## config.mk

```make
export PLATFORM = sky130hd
export DESIGN_NAME = pffl_ctrl
export DESIGN_NICKNAME = d
export VERILOG_FILES = /design/src/rtl/pffl_pkg.sv /design/src/rtl/pffl_ctrl.sv
export SDC_FILE = /design/constraint.sdc
export NUM_CORES = 1
export LEC_CHECK = 0
export ABC_AREA = 1
export BUFFER_PORTS_ARGS = -buffer_cell sky130_fd_sc_hd__buf_2
export CORE_AREA = 2 2 39 41
export CTS_BUF_LIST = sky130_fd_sc_hd__clkbuf_2 sky130_fd_sc_hd__clkbuf_4 sky130_fd_sc_hd__clkbuf_8
export DETAILED_ROUTE_END_ITERATION = 7
export DIE_AREA = 0 0 41 43
export PLACE_DENSITY = 0.62
export SYNTH_ARGS = -nofsm -noshare
export SYNTH_HDL_FRONTEND = slang
export SYNTH_SLANG_ARGS = --single-unit
```

## constraint.sdc

```tcl
create_clock -name clock -period 0.9 [get_ports clock]
set_input_delay 0.09 -clock clock [delete_from_list [all_inputs] [get_ports clock]]
set_output_delay 0.09 -clock clock [all_outputs]
set_load 0.05 [all_outputs]
```

## src/rtl/pffl_pkg.sv

```systemverilog
// ----------------------------------------------------------------------------
// pffl_pkg
// Shared types and codes for the page frame free-list allocator.
// ----------------------------------------------------------------------------
package pffl_pkg;

   localparam int CFG_W      = 13;
   localparam int MODE_W     = 2;
   localparam int PAGES_W    = 8;
   localparam int FRAME_W    = 12;
   localparam int STATUS_W   = 4;
   localparam int REFS_W     = 8;
   localparam int CSR_IDX_W  = 1;

   typedef logic [MODE_W-1:0]    mode_type;
   typedef logic [STATUS_W-1:0]  status_type;
   typedef logic [CSR_IDX_W-1:0] csr_idx_type;

   localparam mode_type MODE_INIT  = 2'd0;
   localparam mode_type MODE_ALLOC = 2'd1;
   localparam mode_type MODE_FREE  = 2'd2;
   localparam mode_type MODE_NONE  = 2'd3;

   localparam status_type ST_INIT     = 4'd0;
   localparam status_type ST_ALLOC    = 4'd1;
   localparam status_type ST_FREED    = 4'd2;
   localparam status_type ST_LOWERED  = 4'd3;
   localparam status_type ST_EMPTY    = 4'd4;
   localparam status_type ST_MULTI    = 4'd5;
   localparam status_type ST_DOUBLE   = 4'd6;
   localparam status_type ST_NOTREADY = 4'd7;
   localparam status_type ST_BADINDEX = 4'd8;

   localparam csr_idx_type CSR_TOTAL    = 1'd0;
   localparam csr_idx_type CSR_RESERVED = 1'd1;

   // controller -> datapath
   typedef struct packed {
      logic       init_start;
      logic       init_step;
      logic       init_done;
      logic       op_load;
      logic       load_alloc;
      logic       op_exec;
      logic       quick;
      status_type quick_code;
   } pffl_cmd_type;

   // datapath -> controller
   typedef struct packed {
      logic ready;
      logic empty;
      logic multi;
      logic idx_bad;
      logic init_last;
   } pffl_sts_type;

endpackage

```

## src/rtl/pffl_ctrl.sv

```systemverilog
// ----------------------------------------------------------------------------
// pffl_ctrl
// Sequencer: classifies requests, runs the table build and the
// read-then-write cycle of alloc and free.
// ----------------------------------------------------------------------------
module pffl_ctrl
   import pffl_pkg::*;
(
   input  logic         clock,
   input  logic         reset,
   input  logic         start,
   input  mode_type     req_mode,
   input  pffl_sts_type sts,
   output pffl_cmd_type cmd,
   output logic         busy
);

   localparam logic [1:0] S_IDLE = 2'd0;
   localparam logic [1:0] S_EXEC = 2'd1;
   localparam logic [1:0] S_INIT = 2'd2;

   logic [1:0] state_ff, state_in;

   always_comb begin
      state_in = state_ff;
      cmd      = '0;
      cmd.quick_code = ST_INIT;
      unique case (state_ff)
         S_IDLE: begin
            if (start) begin
               unique case (req_mode)
                  MODE_INIT: begin
                     cmd.init_start = 1'b1;
                     state_in       = S_INIT;
                  end
                  MODE_NONE: begin
                     cmd.quick      = 1'b1;
                     cmd.quick_code = ST_BADINDEX;
                  end
                  MODE_ALLOC: begin
                     priority if (!sts.ready) begin
                        cmd.quick      = 1'b1;
                        cmd.quick_code = ST_NOTREADY;
                     end else if (sts.multi) begin
                        cmd.quick      = 1'b1;
                        cmd.quick_code = ST_MULTI;
                     end else if (sts.empty) begin
                        cmd.quick      = 1'b1;
                        cmd.quick_code = ST_EMPTY;
                     end else begin
                        cmd.op_load    = 1'b1;
                        cmd.load_alloc = 1'b1;
                        state_in       = S_EXEC;
                     end
                  end
                  default: begin
                     priority if (!sts.ready) begin
                        cmd.quick      = 1'b1;
                        cmd.quick_code = ST_NOTREADY;
                     end else if (sts.idx_bad) begin
                        cmd.quick      = 1'b1;
                        cmd.quick_code = ST_BADINDEX;
                     end else begin
                        cmd.op_load = 1'b1;
                        state_in    = S_EXEC;
                     end
                  end
               endcase
            end
         end
         S_EXEC: begin
            cmd.op_exec = 1'b1;
            state_in    = S_IDLE;
         end
         S_INIT: begin
            cmd.init_step = 1'b1;
            if (sts.init_last) begin
               cmd.init_done = 1'b1;
               state_in      = S_IDLE;
            end
         end
         default: begin
            state_in = S_IDLE;
         end
      endcase
   end

   always_ff @(posedge clock) begin
      if (reset) begin
         state_ff <= S_IDLE;
      end else begin
         state_ff <= state_in;
      end
   end

   assign busy = (state_ff != S_IDLE);

   // table access always completes in the following cycle
   a_load_then_exec: assert property (@(posedge clock) disable iff (reset)
      !reset && cmd.op_load |=> cmd.op_exec)
      else $error("op_load not followed by op_exec");

   a_cmd_exclusive: assert property (@(posedge clock) disable iff (reset)
      $onehot0({cmd.init_start, cmd.init_step, cmd.op_load, cmd.op_exec, cmd.quick}))
      else $error("overlapping datapath commands");

   a_done_in_init: assert property (@(posedge clock) disable iff (reset)
      cmd.init_done |-> cmd.init_step && busy)
      else $error("init_done outside table build");

endmodule

```

==> impl_metrics.yaml <==
cells_and_area:
  largest_reg_flops: 2
  largestRegisters: "state_ff: 2 flops"
  syn_to_final_growth_pct: 153
  multi_input_area_um2: 310
  top_register: "state_ff"
  n_fill_cell: 130
  nNetsFinal: 113
  fin_util: 0.588
  drive_above_1_share: 0.673
  final_cells: 117
  register_area_um2: 42.5
  diodes: 0
clock_network:
  cts_root_buf: "clkbuf_4"
  clock_latency_ns: 0.22
  htreeDepth: 1
  clk_path_buf_depth: 2
  cts_tree: "done"
  clock-sinks: 2
  cts_buffers: 3
  clk_pin_slew_ns: 0.03
critical_path:
  critPathKind: "reg -> out"
  r2r_setup_slack_ns: -0.21
  worst_setup_path_start_kind: "flip-flop"
  r2r_end: "state_ff[1]"
  worstPathArrival_ns: 1.32
  r2r_start: "state_ff[1]"
  ff2ff_path_depth: 7
  required_ns: 0.81
  endpoint_kind: "output port"
  cp_max_fo: 4
floorplanning:
  core_area_um2: 1380
  die_x_um: 41
  die-area_um2: 1760
  start_util: 0.232
  pin_count: 22
  die_h_um: 43
  fp-row-count: 14
timing:
  min_period_over_period: 1.56
  drv_slew: 0
  fin_hold_ws_ns: 0.0321
  timing.fmax_ghz: 0.710
  timing.max_slew.rel_slack: 0.859
  setup_viol: 14
  fin_ws_ns: -0.508
  hold_viol_final: 0
  fin_skew_ns: 0.000343
  rsz0062_at_grt: "true"
  tightest_slew_ns: 0.211
  min_period_ns: 1.41
placement:
  dp_cells: 112
  dp_hpwl_um: 834
  numPortBuffers: 21
  place_congestion: 0.791
  place_ws_ns: -0.335
routing:
  wl_per_cell_um: 9.70
  drt_iter0_drc: 3
  drc_errors: 0
  wl_mm: 1.14
  routed_via_density: 4.26
  first_pass_iters: 2
  final_antenna_net_count: 0
  via_count: 498
grt:
  grt_pass1_wl_mm: 1.88
  overflow: 0
  antenna_found_initial: 0
  track_usage: 0.157
  grt_max_degree: 7
  grt_pass1_vias: 484
flow_run:
  drv_cap: 0
outcome:
  status: "finished, violations left"
  violations: "negative setup slack"
power_and_ir_drop:
  p_int_w: 0.000433
  power_frac_clock: 0.265
  ir_worst_vdd_mv: 0.482
  p_comb_frac: 0.604
  swShare: 0.429
  pwr_density_cell_nw_per_um2: 932
  p_total_w: 0.000758
  switchingPower_w: 0.000325
  pwr-share-seq: 0.131
  leakage_nw: 0.417
worst_hold_path:
  min_path_cells: 2
  holdPathEnd: "state_ff[1]"
  worstHoldPathType: "in -> reg"
  hold_start: "reset"
synthesis:
  synth_top_cell_area_share: 0.152
  syn_area_um2: 322
  syn_nets: 68
  ys_seq_area_frac: 0.125
  ys_ff_latch: 2
  synthDistinctLibCells: 15
  synth_area_leaders: "inv_1 (15%), nand2_1 (14%), nor2_1 (14%), dfxtp_1 (12%), nor2_4 (7.0%)"
  syn-instance-count: 58
  synth_warnings: 0
  synth_top_area_cell: "inv_1"
  syn_area_per_cell_um2: 5.54
[cell families (layout without fill, tap and decap cells)]
| family | after synthesis | count (layout) | synth area share |
|---|---|---|---|
| AND/OR/NAND/NOR | 36 | 36 | 0.588 |
| flip-flops | 2 | 2 | 0.125 |
| buffers and inverters | 15 | 58 | 0.175 |
| AO/OA/AOI/OAI | 5 | 5 | 0.113 |
[critical path: stages, from the launching register on]
cell,delay [ns]
dfxtp_2,0.32
nor2_4,0.15
inv_6,0.05
nor2_8,0.12
nand2_4,0.07
nor3b_4,0.20
buf_6,0.18
[cell type report]
type / count / share of cell area
clock buffer: 3 / 0.0277
timing repair buffer: 40 / 0.420
multi-input combinational: 41 / 0.382
inverter: 15 / 0.0938
sequential: 2 / 0.0523
tap: 16 / 0.0246
[power by group through the flow]
stage               clock, W  sequential [W]  combinational [W]
finish              0.000201       0.0000993           0.000458
global route        0.000225       0.0000997           0.000488
CTS                 0.000213       0.0000987           0.000437
detailed placement         0       0.0000996           0.000372
global placement           0       0.0000994           0.000369
floorplan                  0        0.000101           0.000245
[metrics by stage]
step / setup TNS (ns) / cell area [µm²]
floorplan: -3.71 / 382
global placement: -2.63 / 634
detailed placement: -2.76 / 634
CTS: -4.96 / 772
global route: -5.74 / 813
finish: -4.84 / 813
[synthesized netlist by cell type (all sizes together)]
| cell | number |
|---|---|
| inv | 15 |
| nor2 | 15 |
| nand2 | 14 |
| a21oi | 4 |
| nand3 | 4 |
| dfxtp | 2 |
| a211oi | 1 |
| nand4 | 1 |
| nor3 | 1 |
| nor3b | 1 |
[how the worst max path moves through the flow]
stage / start / depth (start not counted) / slack (ns) / end
floorplan: state_ff[0] / 5 / -0.47 / cmd[0]
global placement: state_ff[0] / 6 / -0.33 / cmd[2]
detailed placement: state_ff[0] / 6 / -0.33 / cmd[2]
CTS: state_ff[0] / 6 / -0.50 / cmd[2]
global route: state_ff[1] / 6 / -0.57 / cmd[0]
finish: state_ff[1] / 6 / -0.51 / cmd[0]
[layout by cell type (no fill, tap or decap), drive strengths merged]
| cell | synthesis | final |
|---|---|---|
| nand3 | 4 | 4 |
| nand4 | 1 | 1 |
| nand2 | 14 | 14 |
| a21oi | 4 | 4 |
| clkinvlp | 0 | 2 |
| dfxtp | 2 | 2 |
| inv | 15 | 13 |
| nor3 | 1 | 1 |
| nor2 | 15 | 15 |
| a211oi | 1 | 1 |
| nor3b | 1 | 1 |
| buf | 0 | 40 |
| clkbuf | 0 | 3 |
[metal layers]
metal | vias to the layer above | GRT usage | share of wire
met5 | - | 0 | 0
met4 | 0 | 0.0800 | 0
met3 | 0 | 0.0366 | 0.036
met2 | 12 | 0.275 | 0.60
met1 | 227 | 0.160 | 0.36
li1 | 259 | - | -
[repair_timing]
action	in CTS	in global routing
pin swaps	2	4
buffers inserted	2	2
hold endpoints to repair	0	0
resized for setup	32	12
endpoints found under the setup margin	14	14
hold buffers	0	0
Power figures use the tool's default switching activity.
